`src/hdl/upd_pkg.sv`:
```
package upd_pkg;

  // Characters that the escape decoding looks for
  localparam logic [7:0] ChPercent = 8'h25;
  localparam logic [7:0] ChZero    = 8'h30;
  localparam logic [7:0] ChNine    = 8'h39;
  localparam logic [7:0] ChUpperA  = 8'h41;
  localparam logic [7:0] CaseMask  = 8'hDF;

  // Most decoded bytes that one input byte can release
  localparam int unsigned MaxResults = 3;

  // Escape phase: what the decoder is holding back
  typedef enum logic [1:0] {
    PH_IDLE  = 2'd0,  // nothing held
    PH_PCT   = 2'd1,  // a percent sign is held
    PH_DIGIT = 2'd2   // a percent sign and one hex digit are held
  } phase_e;

  // Result of decoding one input byte
  typedef struct packed {
    logic [1:0]                      count;    // number of bytes released
    logic [MaxResults-1:0][7:0]      bytes;    // released bytes, entry 0 first
    logic [MaxResults-1:0]           lasts;    // end-of-string mark per entry
    phase_e                          phase;    // phase after this byte
    logic                            held_we;  // capture the byte as held digit
  } dec_result_t;

  function automatic logic is_hex(input logic [7:0] b);
    logic [7:0] u;
    u = b & CaseMask;
    return ((b >= ChZero) && (b <= ChNine)) ||
           ((u >= ChUpperA) && (u <= ChUpperA + 8'd5));
  endfunction

  function automatic logic [3:0] hex_value(input logic [7:0] b);
    logic [7:0] v;
    if (b <= ChNine) begin
      v = b - ChZero;
    end else begin
      v = (b & CaseMask) - ChUpperA + 8'd10;
    end
    return v[3:0];
  endfunction

endpackage

```
`src/hdl/upd_in_if.sv`:
```
interface upd_in_if;
  logic       valid;
  logic       ready;
  logic [7:0] in_byte;
  logic       in_last;

  modport source (output valid, output in_byte, output in_last, input ready);
  modport sink   (input valid, input in_byte, input in_last, output ready);
endinterface

```
`src/hdl/upd_out_if.sv`:
```
interface upd_out_if;
  logic       valid;
  logic       ready;
  logic [7:0] out_byte;
  logic       out_last;

  modport source (output valid, output out_byte, output out_last, input ready);
  modport sink   (input valid, input out_byte, input out_last, output ready);
endinterface

```
`src/hdl/upd_decode.sv`:
```
module upd_decode (
  input  upd_pkg::phase_e      phase_i,
  input  logic [7:0]           held_i,
  input  logic [7:0]           byte_i,
  input  logic                 last_i,
  output upd_pkg::dec_result_t res_o
);
  import upd_pkg::*;

  dec_result_t res;
  logic [1:0]  n;
  logic        as_idle;
  logic        b_hex;
  logic [7:0]  value;

  assign b_hex = is_hex(byte_i);
  assign value = {hex_value(held_i), hex_value(byte_i)};

  // Decode one byte against the held escape bytes
  always_comb begin
    res     = '0;
    n       = 2'd0;
    as_idle = 1'b0;
    res.phase = PH_IDLE;

    unique case (phase_i)
      PH_PCT: begin
        if (byte_i == ChPercent) begin
          res.bytes[n] = ChPercent; n = n + 2'd1;
        end else if (b_hex && !last_i) begin
          res.held_we = 1'b1;
          res.phase   = PH_DIGIT;
        end else begin
          res.bytes[n] = ChPercent; n = n + 2'd1;
          res.bytes[n] = byte_i;    n = n + 2'd1;
        end
      end
      PH_DIGIT: begin
        if (b_hex) begin
          if (value != 8'd0) begin
            res.bytes[n] = value; n = n + 2'd1;
          end else begin
            // zero escape passes through unchanged
            res.bytes[n] = ChPercent; n = n + 2'd1;
            res.bytes[n] = held_i;    n = n + 2'd1;
            res.bytes[n] = byte_i;    n = n + 2'd1;
          end
        end else begin
          res.bytes[n] = ChPercent; n = n + 2'd1;
          res.bytes[n] = held_i;    n = n + 2'd1;
          as_idle = 1'b1;
        end
      end
      default: begin
        as_idle = 1'b1;
      end
    endcase

    // Ordinary byte handling; a percent sign opens an escape unless it ends the string
    if (as_idle) begin
      if ((byte_i == ChPercent) && !last_i) begin
        res.phase = PH_PCT;
      end else begin
        res.bytes[n] = byte_i; n = n + 2'd1;
        res.phase = PH_IDLE;
      end
    end

    // End of string: flush, mark the final byte
    if (last_i) begin
      res.phase = PH_IDLE;
      if (n != 2'd0) begin
        res.lasts[n - 2'd1] = 1'b1;
      end
    end

    res.count = n;
  end

  assign res_o = res;

endmodule

```
`src/hdl/url_percent_decoder.sv`:
```
// Percent-escape decoder, one raw byte per transfer in, decoded bytes out.
// The first decoded byte of an input byte is offered in the cycle after its transfer.
// Takes one input byte per cycle while out_o is ready and each byte releases at most one;
// one releasing 2 or 3 holds the input while the three-entry result register drains.
// Reset (rst_ni, asynchronous, active low) empties the result register and clears the
// escape phase; the held digit register is not reset.
module url_percent_decoder (
  input  logic      clk_i,
  input  logic      rst_ni,
  upd_in_if.sink    in_i,
  upd_out_if.source out_o
);
  import upd_pkg::*;

  phase_e                     phase_q, phase_d;
  logic [7:0]                 held_q;
  logic [MaxResults-1:0][7:0] bytes_q, bytes_d;
  logic [MaxResults-1:0]      lasts_q, lasts_d;
  logic [1:0]                 rem_q, rem_d;
  dec_result_t                dec;
  logic                       in_xfer;
  logic                       out_xfer;

  upd_decode u_decode (
    .phase_i (phase_q),
    .held_i  (held_q),
    .byte_i  (in_i.in_byte),
    .last_i  (in_i.in_last),
    .res_o   (dec)
  );

  // Handshakes: take input once the result register is empty or empties this cycle
  assign out_o.valid    = (rem_q != 2'd0);
  assign out_o.out_byte = bytes_q[0];
  assign out_o.out_last = lasts_q[0];
  assign out_xfer       = out_o.valid && out_o.ready;
  assign in_i.ready     = (rem_q == 2'd0) || ((rem_q == 2'd1) && out_o.ready);
  assign in_xfer        = in_i.valid && in_i.ready;

  // Result register: load on input transfer, shift down on output transfer
  always_comb begin
    phase_d = phase_q;
    bytes_d = bytes_q;
    lasts_d = lasts_q;
    rem_d   = rem_q;
    if (in_xfer) begin
      phase_d = dec.phase;
      bytes_d = dec.bytes;
      lasts_d = dec.lasts;
      rem_d   = dec.count;
    end else if (out_xfer) begin
      bytes_d = {8'd0, bytes_q[MaxResults-1:1]};
      lasts_d = {1'b0, lasts_q[MaxResults-1:1]};
      rem_d   = rem_q - 2'd1;
    end
  end

  always_ff @(posedge clk_i or negedge rst_ni) begin
    if (!rst_ni) begin
      phase_q <= PH_IDLE;
      rem_q   <= 2'd0;
      lasts_q <= '0;
    end else begin
      phase_q <= phase_d;
      rem_q   <= rem_d;
      lasts_q <= lasts_d;
    end
  end

  // Payload registers
  always_ff @(posedge clk_i) begin
    bytes_q <= bytes_d;
    if (in_xfer && dec.held_we) begin
      held_q <= in_i.in_byte;
    end
  end

endmodule
```
`src/flat_wrapper.sv`:
```
// flat-port wrapper written by rule: the top's interface ports become plain ports
module url_percent_decoder_flat import upd_pkg::*;
  (clk_i, rst_ni, in_i_valid, in_i_in_byte, in_i_in_last, in_i_ready, out_o_valid, out_o_out_byte, out_o_out_last, out_o_ready);
  upd_in_if in_i_i ();
  upd_out_if out_o_i ();
  input  logic clk_i;
  input  logic rst_ni;
  input wire logic [$bits(in_i_i.valid)-1:0] in_i_valid;
  input wire logic [$bits(in_i_i.in_byte)-1:0] in_i_in_byte;
  input wire logic [$bits(in_i_i.in_last)-1:0] in_i_in_last;
  output wire logic [$bits(in_i_i.ready)-1:0] in_i_ready;
  output wire logic [$bits(out_o_i.valid)-1:0] out_o_valid;
  output wire logic [$bits(out_o_i.out_byte)-1:0] out_o_out_byte;
  output wire logic [$bits(out_o_i.out_last)-1:0] out_o_out_last;
  input wire logic [$bits(out_o_i.ready)-1:0] out_o_ready;
  assign in_i_i.valid = in_i_valid;
  assign in_i_i.in_byte = in_i_in_byte;
  assign in_i_i.in_last = in_i_in_last;
  assign in_i_ready = in_i_i.ready;
  assign out_o_valid = out_o_i.valid;
  assign out_o_out_byte = out_o_i.out_byte;
  assign out_o_out_last = out_o_i.out_last;
  assign out_o_i.ready = out_o_ready;
  url_percent_decoder u_core (.clk_i(clk_i), .rst_ni(rst_ni), .in_i(in_i_i), .out_o(out_o_i));
endmodule
```
`config.mk`:
```
export PLATFORM = sky130hd
export DESIGN_NAME = url_percent_decoder_flat
export DESIGN_NICKNAME = d
export VERILOG_FILES = /design/src/hdl/upd_pkg.sv /design/src/hdl/upd_in_if.sv /design/src/hdl/upd_out_if.sv /design/src/hdl/upd_decode.sv /design/src/hdl/url_percent_decoder.sv /design/src/flat_wrapper.sv
export SDC_FILE = /design/constraint.sdc
export NUM_CORES = 1
export LEC_CHECK = 0
export CAP_MARGIN = 20
export CORE_MARGIN = 4
export CORE_UTILIZATION = 47
export CTS_CLUSTER_SIZE = 28
export DETAILED_ROUTE_END_ITERATION = 6
export DONT_BUFFER_PORTS = 1
export SLEW_MARGIN = 25
export SYNTH_ARGS = -nofsm -noshare
export SYNTH_HDL_FRONTEND = slang
export SYNTH_SLANG_ARGS = --single-unit
export TNS_END_PERCENT = 10
```
`constraint.sdc`:
```
create_clock -name clk_i -period 3.9 [get_ports clk_i]
set_input_delay 0.78 -clock clk_i [delete_from_list [all_inputs] [get_ports clk_i]]
set_output_delay 0.78 -clock clk_i [all_outputs]
set_load 0.02 [all_outputs]
```
# Word-level counts from Yosys, hierarchy flattened
# Index checks and enable logic that the tools add are counted.
dict set report word_totals {
  register_bits 39
  input_bits 13
  out_inout_bits 11
  wordCells 87
}
dict set report op_classes {
  add_sub_neg 9
  order_cmp 9
  n_eq_ne 4
  mux 40
  reduce_logical 18
}
# operator n
set op_table {}
lappend op_table {{$mux 24} 4}
lappend op_table {{$mux 16} 3}
lappend op_table {{$mux 8} 6}
lappend op_table {{$pmux 16 s2} 1}
lappend op_table {{$bwmux 24} 1}
lappend op_table {{$mux 2} 9}
lappend op_table {{$mux 3} 6}
lappend op_table {{$demux 8 s2} 1}
lappend op_table {{$le 8x6->1 const B} 2}
lappend op_table {{$sub 4x1->4 const B} 4}
lappend op_table {{$logic_and 1x1->1} 10}
lappend op_table {{$add 4x4->4 const B} 2}
lappend op_table {{$eq 8x6->1 const B} 1}
lappend op_table {{$ge 8x6->1 const B} 1}
lappend op_table {{$ge 8x7->1 const B} 1}
lappend op_table {{$le 8x7->1 const B} 1}
lappend op_table {{$mux 4} 2}
lappend op_table {{$reduce_bool 8->1} 1}
lappend op_table {{$lt 2x3->1 const B} 2}
lappend op_table {{$reduce_bool 2->1} 3}
lappend op_table {{$mux 5} 1}
lappend op_table {{$eq 2x1->1 const B} 2}
lappend op_table {{$ge 2x1->1 const B} 2}
lappend op_table {{$pmux 2 s2} 1}
lappend op_table {{other kinds (9)} 13}

# Logic depth before layout (Yosys ltp)
# Gate-level depths: netlist of run 1.
dict set report depth {
  depth_word 18
  mapped_depth 14
  ltp_nobuf 14
}

# Hierarchy
# Synthesis of run 1 repeated with hierarchy kept, for this count alone.
dict set report hier_totals {
  cells_unflattened 269
  hier_area_um2 2829.0
}
# module instances cells_each area_each_um2 seq_area_each_um2
set by_module_without_submodules {}
lappend by_module_without_submodules {url_percent_decoder 1 104 1649.1 1136.1}
lappend by_module_without_submodules {upd_decode 1 165 1179.9 0.0}

# Least setup slack after synthesis of run 1
# No wires, ideal clock.
dict set report synth_path {
  path_kind {in2reg}
  startpoint {in in_i_in_byte[0]}
  endpoint {reg u_core.bytes_q (netlist bit u_core.out_o.out_byte[5]), data pin}
  setup_time_ps 259
  arrival_ps 3068
  required_ps 3641
  path_slack_ps 573
  stages 14
  n_path_buf 0
  path_cell_list {inv_1 ha_1 or3b_2 nand4b_1 nand2_1 nand2_1 a21oi_1 inv_1 ha_1 nand2_1 a211oi_4 a2111oi_0 o21a_1 a211o_1}
}
# item line
set synth_lines {}
lappend synth_lines {{from (decl)} flat_wrapper.sv:9} ;# input wire logic [$bits(in_i_i.in_byte)-1:0] in_i_in_byte;
lappend synth_lines {{to (signal assigned)} url_percent_decoder.sv:72} ;# bytes_q <= bytes_d;
lappend synth_lines {{to (decl)} url_percent_decoder.sv:17} ;# logic [MaxResults-1:0][7:0] bytes_q, bytes_d;

==> results of run 1 <==
[stage by stage]
stage / setup slack [ps] / cells
final: 530 / 321
after global routing: 323 / 321
after CTS: 582 / 321
after detailed placement: 275 / 313
after global placement: 339 / 313
after floorplan: 573 / 254
[routing by layer]
metal | GRT usage [%] | share of wire [%] | up-vias
met5 | 0 | 0 | -
met4 | 5.91 | 1.1 | 0
met3 | 4.37 | 3.7 | 7
met2 | 31.8 | 49 | 40
met1 | 25.2 | 46 | 932
li1 | - | - | 916
[report_power, final]
group | internal, mW | switching (mW)
sequential | 0.589 | 0.0886
clock | 0.125 | 0.156
combinational | 0.0983 | 0.209
[cell families after synthesis]
| kind of cell | count (synthesis) | share of synthesized area, % |
|---|---|---|
| muxes | 5 | 2.07 |
| DFF | 39 | 45.8 |
| buffers and inverters | 33 | 6.21 |
| adders and majority gates | 14 | 7.06 |
| AOI/OAI and AO/OA | 62 | 18.7 |
| and+or+nand+nor | 100 | 19.8 |
| xor gates and xnor gates | 1 | 0.353 |
[sequential cells by signal, summed over array words and instances, names as in the netlist]
name	flops
u_core.bytes_q	16
u_core.held_q	8
u_core.out_o.out_byte	8
u_core.lasts_q	3
u_core.phase_q	2
u_core.rem_q	2
[worst max-delay path: cells and delay by family]
family | cells | cell delay [ps]
and+or+nand+nor | 5 | 1060
AOI/OAI and AO/OA | 5 | 1030
adders and majority gates | 2 | 350
buffers and inverters | 2 | 190
[worst max path at each step]
stage	from	end	slack (ps)	depth (start not counted)
after global placement	in_i_in_byte[0]	u_core.out_o.out_byte[5]$_DFFE_PP_	340	13
after global routing	in_i_in_byte[1]	u_core.out_o.out_byte[5]$_DFFE_PP_	320	13
after floorplan	in_i_in_byte[0]	u_core.out_o.out_byte[5]$_DFFE_PP_	570	14
after detailed placement	in_i_in_byte[0]	u_core.out_o.out_byte[5]$_DFFE_PP_	270	14
final	in_i_in_byte[0]	u_core.out_o.out_byte[5]$_DFFE_PP_	530	14
after CTS	in_i_in_byte[0]	u_core.out_o.out_byte[5]$_DFFE_PP_	580	14
[Yosys cell counts (4+ instances only)]
cell / count / area share (%)
nand2_1: 34 / 5.1
edfxtp_1: 32 / 39
nor2_1: 29 / 4.4
inv_1: 19 / 2.9
ha_1: 14 / 7.1
a21oi_1: 12 / 2.4
o21ai_0: 12 / 2.4
buf_4: 8 / 2.4
nand3_1: 8 / 1.6
o221ai_1: 8 / 2.8
dfrtp_1: 7 / 7.1
clkbuf_1: 6 / 0.91
nand2b_1: 5 / 1.3
a221oi_1: 4 / 1.4
mux2i_1: 4 / 1.6
[layout make-up]
cell class	instances	share of cell area, %
sequential	39	43.8
timing repair buffer	3	0.869
tap	70	3.38
clock inverter	2	0.483
clock buffer	6	2.80
inverter	19	2.75
multi-input combinational	182	45.9
[layout by cell type (no fill, tap or decap), types with 2 or more instances in the layout]
cell      synthesis  layout
nand4b_1          2       2
a32oi_1           2       2
nand2_1          34      34
a31oi_1           2       2
clkbuf_8          0       5
or3_1             2       2
a211o_1           3       3
and3_1            3       3
nand3_1           8       8
nor3_1            2       2
inv_1            19      18
edfxtp_1         32      32
o21ba_2           2       2
buf_4             8       3
dfrtp_1           7       7
o221ai_1          8       8
ha_1             14      14
a21oi_1          12      12
nor3b_1           2       2
mux2i_1           4       4
nand2b_1          5       5
nor2_1           29      29
o21ai_0          12      12
and2_1            3       3
a221oi_1          4       4
==> summary.txt, run 1 <==
Outcome
  – Outcome: complete, no violations

STA
  – Fin crit period: 3370 ps
  – RSZ-0062 raised after global routing: false
  – Final setup fails: 0
  – Setup tns final: 0 ps
  – Final hold vios: 0
  – Period utilisation layout: 86.4%
  – Worst slew margin: 44.8%
  – FMAX: 297 MHz
  – Worst Tran Pin Value: 828 ps
  – Worst hold slack: 157 ps
  – Max-slew violation total from the final report: 0
  – Layout Skew: 10.2 ps

Clocking
  – # hold bufs at CTS: 0
  – Clock latency on the worst-skew pair: 300 ps
  – Clk buf depth: 2
  – Clk sinks: 39
  – CTS root buf: clkbuf_8
  – Clock Pin Slew Worst Setup and Hold Paths: 90 ps
  – CTS tree: built
  – Max H-tree Level: 2
  – Post-CTS Setup Inserts: 0
  – Post_cts resized: 0
  – CTS buffer count: 5

Floorplanning
  – Initial core utilization: 48.6%
  – Die Width: 80.6 µm
  – Die ar.: 0.00650 mm²
  – Die height: 80.6 µm
  – IO Pins: 24
  – Row cnt: 26
  – CORE AREA: 0.00511 mm²

Pwr
  – Final Power: 1.27 mW
  – Max IR drop VDD: 0.000325 V
  – Pwr dens: 489 mW/mm²
  – LEAKAGE: 0.991 nW

Detailed routing
  – DRC viols: 0
  – Routed Wire Length: 5850 µm
  – Post-DRT Antenna Nets: 0
  – Vias per inst: 5.90
  – Drt wl/cell: 18.2 µm
  – Initial DRC Count: 120
  – First-pass iteration count of the detailed router: 4
  – Via count: 1895

Global routing
  – Largest net degree at the start of global routing: 31
  – Initial antenna violation count: 0
  – First-pass GRT wire length: 9360 µm
  – Number of global-route vias before repair: 1847
  – GRT Overall Usage: 19.3%
  – Gr ovfl total: 0

Critical path
  – Setup crit start kind: input pin
  – RR Endpoint: u_core.out_o.out_byte[5]$_DFFE_PP_
  – Reg2Reg Depth: 13
  – Crit Path Class: input pin to flop
  – Crit. End Element: flop
  – Slowest cell on the critical path: or3b_2
  – Crit Path Max Fanout: 9
  – Slowest cell delay on critical path: 440 ps
  – Worst path required time: 3950 ps
  – Arr. time, crit path: 3420 ps
  – Worst reg2reg startpoint: u_core.held_q[0]$_DFFE_PP_
  – CP dominant cell by count: nand2_1
  – Reg2Reg Setup Slack: 640 ps
  – CP Cell Sequence: inv_1 > ha_1 > or3b_2 > nand4b_1 > nand2_1 > nand2_1 > a21oi_1 > inv_1 > ha_1 > nand2_1 > a211oi_4 > a2111oi_0 > o21a_1 > a211o_1

Final layout
  – Layout area overhead: 4.54%
  – Post-layout util: 50.8%
  – Nets: 277
  – Total area of sequential cells: 0.00114 mm²
  – Final Instance Area: 0.00259 mm²
  – Antenna cells: 0
  – Share of layout cells above drive strength 1: 9.16%
  – Multi-input gate area: 0.00119 mm²
  – Fill cell count: 496

Yosys
  – Seq/Total Area, Yosys: 45.8%
  – Synth Register Bits: 39
  – Netlist cell types: 54
  – Post-synth EDFFs: 32
  – Avg Synthesized Cell Area: 9.76 µm²
  – Syn_nets: 281
  – Synthesized instance count: 254
  – Post-synth ARST share: 17.9%
  – Main synth FF type: edfxtp_1
  – Synthesized area: 0.00248 mm²
  – Ys Warns: 0

Placement
  – Placed cell areas: 0.00251 mm²
  – Number of port buffers: 0
  – Placer's final routability congestion estimate: 0.901
  – Hpwl dp: 4230 µm

Job
  – Max_cap viols: 0

Worst hold path
  – Tightest Hold Check Type: input pin to async pin
Power figures use the tool's default switching activity.
==> run 2: changes to the inputs <==
--- a/config.mk
+++ b/config.mk
@@ -5,12 +5,14 @@
 export SDC_FILE = /design/constraint.sdc
 export NUM_CORES = 1
 export LEC_CHECK = 0
+export ABC_AREA = 1
 export CAP_MARGIN = 20
 export CORE_MARGIN = 4
 export CORE_UTILIZATION = 47
 export CTS_CLUSTER_SIZE = 28
 export DETAILED_ROUTE_END_ITERATION = 6
 export DONT_BUFFER_PORTS = 1
+export SETUP_SLACK_MARGIN = 0.15
 export SLEW_MARGIN = 25
 export SYNTH_ARGS = -nofsm -noshare
 export SYNTH_HDL_FRONTEND = slang
==> run 2 against run 1 <==
Effect of this change: fmax rose by 3.6%; setup slack improved by 120 ps; sequential share of layout area fell by 1.5 points; final area rose by 3.4%; sequential cell count did not move; largest cell class unchanged; utilization rose by 0.76 points; largest power group unchanged; worst hold slack improved by 15 ps.
==> summary.txt, run 2 <==
Outcome
  – Outcome: complete, no violations

Floorplanning
  – Die ar.: 0.00669 mm² (+2.9%)
  – Die height: 81.8 µm (+1.4%)
  – IO Pins: 24 (unchanged)
  – CORE AREA: 0.00520 mm² (+1.9%)
  – Die Width: 81.8 µm (+1.4%)
  – Row cnt: 26 (unchanged)
  – Initial core utilization: 49.2% (+0.60 points)

Global routing
  – Number of global-route vias before repair: 1888 (+2.2%)
  – Initial antenna violation count: 0 (unchanged)
  – Gr ovfl total: 0 (unchanged)
  – First-pass GRT wire length: 9780 µm (+4.4%)
  – Largest net degree at the start of global routing: 28 (-9.7%)
  – GRT Overall Usage: 19.6% (+0.25 points)

Clocking
  – CTS tree: built
  – Clock latency on the worst-skew pair: 290 ps (about the same)
  – CTS buffer count: 5 (unchanged)
  – Post_cts resized: 0 (unchanged)
  – Max H-tree Level: 2 (unchanged)
  – Clk buf depth: 2 (unchanged)
  – CTS root buf: clkbuf_8
  – Post-CTS Setup Inserts: 0 (unchanged)
  – # hold bufs at CTS: 0 (unchanged)
  – Clock Pin Slew Worst Setup and Hold Paths: 80 ps (about the same)
  – Clk sinks: 39 (unchanged)

Critical path
  – Slowest cell delay on critical path: 460 ps (+20 ps)
  – CP dominant cell by count: nand2_1
  – Slowest cell on the critical path: edfxtp_1
  – Worst path required time: 4040 ps (+90 ps)
  – Crit. End Element: flop
  – Crit Path Class: flop to flop
  – CP Cell Sequence: inv_1 > ha_1 > o21bai_1 > nand2_1 > nand2_1 > nand2_1 > nand2_1 > nand2_1 > nor2_1 > nand2_1 > nand2_1 > nand2_2 > a21oi_1 > inv_1 > ha_1 > nand2_4 > nand2_2 > nor2_4 > nand2_1 > a21oi_1
  – Setup crit start kind: flop
  – Arr. time, crit path: 3390 ps (-30 ps)
  – Crit Path Max Fanout: 9 (unchanged)

Placement
  – Hpwl dp: 4440 µm (+5.1%)
  – Placed cell areas: 0.00257 mm² (+2.6%)
  – Placer's final routability congestion estimate: 0.894 (-0.74%)
  – Number of port buffers: 0 (unchanged)

STA
  – Layout Skew: 6.36 ps (-3.87 ps)
  – Worst Tran Pin Value: 597 ps (-230 ps)
  – Fin crit period: 3250 ps (-117 ps)
  – FMAX: 307 MHz (+3.6%)
  – Final setup fails: 0 (unchanged)
  – Period utilisation layout: 83.4% (-3.0 points)
  – Final hold vios: 0 (unchanged)
  – Setup tns final: 0 ps (unchanged)
  – Worst slew margin: 60.1% (+15 points)
  – RSZ-0062 raised after global routing: false
  – Max-slew violation total from the final report: 0 (unchanged)

Final layout
  – Most flops, register: u_core.bytes_q
  – Share of layout cells above drive strength 1: 13.5% (+4.4 points)
  – Antenna cells: 0 (unchanged)
  – Layout area overhead: 4.79%
  – Fill cell count: 507 (+2.2%)
  – Max reg flops: 16 (unchanged)
  – Nets: 322 (+16%)
  – Commonest non-fill, non-tap cell in the layout: nand2_1
  – Final Instance Area: 0.00268 mm² (+3.4%)
  – Most frequent cells in the layout: nand2_1, edfxtp_1, inv_1

Yosys
  – Post-synth top cells: nand2_1, edfxtp_1, inv_1
  – Synthesized area: 0.00256 mm² (+3.2%)
  – Ys Warns: 0 (unchanged)
  – Most common cell in the netlist: nand2_1
  – Syn_nets: 326 (+16%)
  – Netlist cell types: 36 (-33%)
  – Synth top area cells: edfxtp_1, nand2_1, dfrtp_1, ha_1, inv_1
  – Post-synth top area share: 37.6% (-1.2 points)
  – Seq/Total Area, Yosys: 44.4% (-1.4 points)
  – Post-synth EDFFs: 32 (unchanged)
  – Avg Synthesized Cell Area: 8.56 µm² (-12%)
  – Synth Register Bits: 39 (unchanged)
  – Yosys top cell by area: edfxtp_1
  – Main synth FF type: edfxtp_1
  – Synthesized instance count: 299 (+18%)
  – Post-synth ARST share: 17.9% (unchanged)

Pwr
  – Pwr dens: 542 mW/mm² (+11%)
  – Max IR drop VDD: 0.000224 V (-31%)
  – LEAKAGE: 1.15 nW (+16%)

Detailed routing
  – Initial DRC Count: 153 (+28%)
  – Post-DRT Antenna Nets: 0 (unchanged)
  – Via count: 2015 (+6.3%)
  – Vias per inst: 5.51 (-6.7%)
  – First-pass iteration count of the detailed router: 4 (unchanged)
  – Routed Wire Length: 5990 µm (+2.3%)
  – DRC viols: 0 (unchanged)
  – Drt wl/cell: 16.4 µm (-10%)

Job
  – Max_cap viols: 0 (unchanged)

Worst hold path
  – Tightest Hold Check Type: input pin to async pin
==> run 2: cell type report <==
type                    instances  area [µm²]  share of cell area [%]
clock inverters                 3        38.8                    1.45
inverters                      40         155                    5.79
multi-input cells             207        1180                    44.0
flip-flops and latches         39        1140                    42.4
repair buffers                  2        15.0                   0.560
clock buffers                   5        68.8                    2.57
well taps                      70        87.6                    3.27
==> run 2: metal layers <==
layer  vias to the layer above  global-route usage [%]  share of wire (%)
li1                        991                       -                  -
met1                       949                    26.9                 46
met2                        62                    30.8                 46
met3                        13                    3.51                5.8
met4                         0                    6.98                2.0
met5                         -                       0                  0
==> run 2: per-stage QoR <==
stage	power [mW]	cells	utilization [%]	setup WS (ps)	hold WS [ps]
after floorplan	1.08	299	-	944	473
after global placement	1.12	358	49.4	593	485
after detailed placement	1.14	358	49.4	566	485
after CTS	1.47	366	51.5	656	169
after global routing	1.55	366	51.5	281	160
final	1.45	366	51.5	646	172
==> run 2: worst paths after layout <==
kind / start / cells after the start / end / slack [ps]
setup / recovery: u_core.held_q[0]$_DFFE_PP_ / 20 / u_core.bytes_q[14]$_DFFE_PP_ / 650
max in group asynchronous: rst_ni / 0 / u_core.rem_q[0]$_DFFE_PN0P_ / 3660
min in group clk_i: u_core.lasts_q[1]$_DFFE_PN0P_ / 2 / u_core.lasts_q[1]$_DFFE_PN0P_ / 520
hold reg to reg: u_core.lasts_q[1]$_DFFE_PN0P_ / 2 / u_core.lasts_q[1]$_DFFE_PN0P_ / 520
setup reg to reg: u_core.held_q[0]$_DFFE_PP_ / 20 / u_core.bytes_q[14]$_DFFE_PP_ / 650
hold / removal: rst_ni / 0 / u_core.phase_q[0]$_DFFE_PN0P_ / 170
==> run 2: logic make-up (layout without fill, tap and decap cells) <==
family | count (synthesis) | after routing | synth area share [%]
xor gates and xnor gates | 3 | 3 | 1.03
DFF | 39 | 39 | 44.4
and+or+nand+nor | 130 | 130 | 24.2
adders and majority gates | 14 | 14 | 6.85
AOI/OAI and AO/OA | 60 | 60 | 14.0
buffers and inverters | 53 | 50 | 9.49
==> run 2: critical path: cells and delay by family (launching register included) <==
family / cells / cell delay [ps]
AND/OR/NAND/NOR: 13 / 1550
AO/OA/AOI/OAI: 3 / 480
flip-flops: 1 / 460
adder cells (fa/ha/maj): 2 / 410
buffers and inverters: 2 / 200
==> run 2: power breakdown <==
part	leakage, nW	total, mW	switching [mW]	internal [mW]
clock network	0.0556	0.330	0.143	0.187
logic	0.687	0.378	0.262	0.116
registers	0.406	0.746	0.107	0.639
==> run 3: changes to the inputs <==
--- a/config.mk
+++ b/config.mk
@@ -5,7 +5,7 @@
 export SDC_FILE = /design/constraint.sdc
 export NUM_CORES = 1
 export LEC_CHECK = 0
-export ABC_AREA = 1
+export ABC_AREA = 0
 export CAP_MARGIN = 20
 export CORE_MARGIN = 4
 export CORE_UTILIZATION = 47
==> constraint.sdc (replaced) <==
create_clock -name clk_i -period 3.4 [get_ports clk_i]
set_input_delay 0.68 -clock clk_i [delete_from_list [all_inputs] [get_ports clk_i]]
set_output_delay 0.68 -clock clk_i [all_outputs]
set_load 0.02 [all_outputs]
==> run 3 against run 2 <==
Effect of this change: register-to-register slack lost 260 ps; critical path depth shrank 7; clock skew shrank 1.8 ps; total power grew 5.4%; combinational power shrank 5.3%; final area grew 0.79%; first-iteration DRC count grew 8.5%; sequential cell count is the same; clock power grew 20%; critical path type is now input pin to flop.
==> summary.txt, run 3 (synthesis results as in run 1) <==
STA
  – Setup tns final: 0 ps (unchanged)
  – Worst slew margin: 62.7% (+2.6 points)
  – Worst Tran Pin Value: 553 ps (-43.6 ps)
  – Final hold vios: 0 (unchanged)
  – FMAX: 319 MHz
  – Max-slew violation total from the final report: 0 (unchanged)
  – RSZ-0062 raised after global routing: true
  – Fin crit period: 3130 ps
  – Worst hold slack: 75.0 ps (-97.3 ps)
  – Final setup fails: 0 (unchanged)
  – Period utilisation layout: 92.1%
  – Layout Skew: 4.56 ps (-1.81 ps)
  – Worst setup margin: 268 ps (-378 ps)

Clocking
  – # hold bufs at CTS: 0 (unchanged)
  – CTS tree: built
  – Clock Pin Slew Worst Setup and Hold Paths: 80 ps (about the same)
  – Clk sinks: 39 (unchanged)
  – Clk buf depth: 2 (unchanged)
  – CTS root buf: clkbuf_8
  – CTS buffer count: 5 (unchanged)
  – Clock latency on the worst-skew pair: 290 ps (about the same)
  – Max H-tree Level: 2 (unchanged)

Final layout
  – Nets: 286 (-11%)
  – Total area of sequential cells: 0.00114 mm² (unchanged)
  – Final Instance Area: 0.00270 mm² (+0.79%)
  – Fill cell count: 483 (-4.7%)
  – Most frequent cells in the layout: nand2_1, edfxtp_1, nor2_1
  – Layout Cells excl Fill: 330 (-9.8%)
  – Multi-input gate area: 0.00120 mm² (+1.7%)
  – Commonest non-fill, non-tap cell in the layout: nand2_1
  – Layout area overhead: 8.98%
  – Most flops, register: u_core.bytes_q
  – Max reg flops: 16 (unchanged)
  – Antenna cells: 0 (unchanged)
  – Share of layout cells above drive strength 1: 13.1% (-0.44 points)

Critical path
  – Setup crit start kind: input pin
  – Worst path required time: 3550 ps (-490 ps)
  – CP dominant cell by count: ha_1
  – CP Cell Sequence: inv_1 > ha_1 > o21ba_2 > o211a_1 > a211o_1 > nor4_2 > a21oi_1 > ha_1 > nand2_1 > a211oi_4 > a2111oi_1 > o21a_1 > nand4b_1
  – Slowest cell on the critical path: a2111oi_1
  – Crit. End Element: flop
  – Crit Path Class: input pin to flop
  – CP delay by family, top: compound AO/OA/AOI/OAI gates
  – Arr. time, crit path: 3280 ps (-110 ps)
  – Crit Path Max Fanout: 8 (-1)
  – Reg2Reg Setup Slack: 390 ps (-260 ps)
  – Slowest cell delay on critical path: 430 ps (-30 ps)
  – CP Buf/Inv Count: 1 (-1)

Global routing
  – Largest net degree at the start of global routing: 29 (+3.6%)
  – Number of global-route vias before repair: 1817 (-3.8%)
  – Initial antenna violation count: 0 (unchanged)
  – GRT Overall Usage: 18.9% (-0.64 points)
  – Gr ovfl total: 0 (unchanged)
  – First-pass GRT wire length: 9240 µm (-5.5%)

Floorplanning
  – Die height: 80.6 µm (-1.4%)
  – Initial core utilization: 48.6% (-0.60 points)
  – Die ar.: 0.00650 mm² (-2.8%)
  – Row cnt: 26 (unchanged)
  – IO Pins: 24 (unchanged)
  – Die Width: 80.6 µm (-1.4%)
  – CORE AREA: 0.00511 mm² (-1.9%)

Detailed routing
  – Top layer used by detailed routing: met4
  – Initial DRC Count: 166 (+8.5%)
  – Drt wl/cell: 17.4 µm (+6.1%)
  – WL met2: 2760 µm (+0.95%)
  – WL met1: 2680 µm (-3.6%)
  – Via count: 1914 (-5.0%)
  – Post-DRT Antenna Nets: 0 (unchanged)
  – First-pass iteration count of the detailed router: 4 (unchanged)
  – WL met3: 216 µm (-38%)
  – DRC viols: 0 (unchanged)
  – Routed Wire Length: 5730 µm (-4.3%)
  – Vias per inst: 5.80 (+5.3%)

Worst hold path
  – Tightest Hold Check Type: input pin to async pin

Pwr
  – Max IR drop VDD: 0.000392 V (+75%)
  – LEAKAGE: 1.06 nW (-8.0%)
  – Pwr dens: 567 mW/mm² (+4.6%)

Outcome
  – Outcome: complete, no violations

Placement
  – Placed cell areas: 0.00256 mm² (-0.53%)
  – Worst Setup Slack post-DPL: -15.0 ps (-581 ps)
  – Hpwl dp: 4170 µm (-6.1%)
  – Placer's final routability congestion estimate: 0.858 (-4.0%)
  – Number of port buffers: 0 (unchanged)
  – Inst Count DP: 320 (-11%)

Job
  – Max_cap viols: 0 (unchanged)
-- run 3: cell count changes in the layout (fill, tap and decap cells not counted), sizes merged, moves of 9 or more --
cell / previous run / this run
a21oi: 22 / 13
buf: 2 / 12
inv: 39 / 19
nand2: 68 / 34
-- run 3: routing by layer --
metal  track usage, %  vias to the layer above
met5                0                        -
met4             5.41                        0
met3             3.81                        7
met2             30.4                       44
met1             25.8                      929
li1                 -                      934
-- run 3: path summary, 6_finish.rpt --
| kind | to | start | cells past startpoint |
|---|---|---|---|
| max reg2reg | u_core.out_o.out_byte[0]$_DFFE_PP_ | u_core.held_q[1]$_DFFE_PP_ | 12 |
| min | u_core.rem_q[1]$_DFFE_PN0P_ | rst_ni | 0 |
| max | u_core.out_o.out_byte[2]$_DFFE_PP_ | in_i_in_byte[0] | 13 |
| min reg2reg | u_core.lasts_q[2]$_DFFE_PN0P_ | u_core.lasts_q[2]$_DFFE_PN0P_ | 2 |
| max in group asynchronous | u_core.phase_q[0]$_DFFE_PN0P_ | rst_ni | 0 |
| min in group clk_i | u_core.held_q[5]$_DFFE_PP_ | in_i_in_byte[5] | 0 |
-- run 3: worst register-to-register path, delay by kind of cell (launching register included) --
family / cells / cell delay [ps]
flip-flops: 1 / 470
adder cells (fa/ha/maj): 2 / 350
multiplexers: 1 / 300
AND/OR/NAND/NOR: 2 / 180
buffers and inverters: 1 / 140
AO/OA/AOI/OAI: 6 / 1330
-- run 3: cell type report --
class                           instances  area share [%]
Clock buffer                            6            3.06
Sequential cell                        39            42.0
Tap cell                               70            3.24
Inverter                               19            2.64
Multi-Input combinational cell        182            44.4
Clock inverter                          2            1.30
Timing Repair Buffer                   12            3.33
-- run 3: what timing repair did --
| action | in CTS | in global routing |
|---|---|---|
| setup buffers | 0 | 2 |
| gates resized for setup | 0 | 3 |
| endpoints found under the setup margin | 0 | 10 |
-- run 3: power breakdown --
group,switching (mW),internal [mW],leakage [nW],total [mW]
clock network,0.160,0.237,0.0612,0.397
logic,0.234,0.123,0.590,0.358
registers,0.103,0.676,0.405,0.778
-- run 3: stage by stage --
step,utilization (%),total power [mW]
floorplan,-,1.10
global placement,50.1,1.15
detailed placement,50.1,1.15
CTS,52.4,1.55
global route,52.9,1.62
finish,52.9,1.53
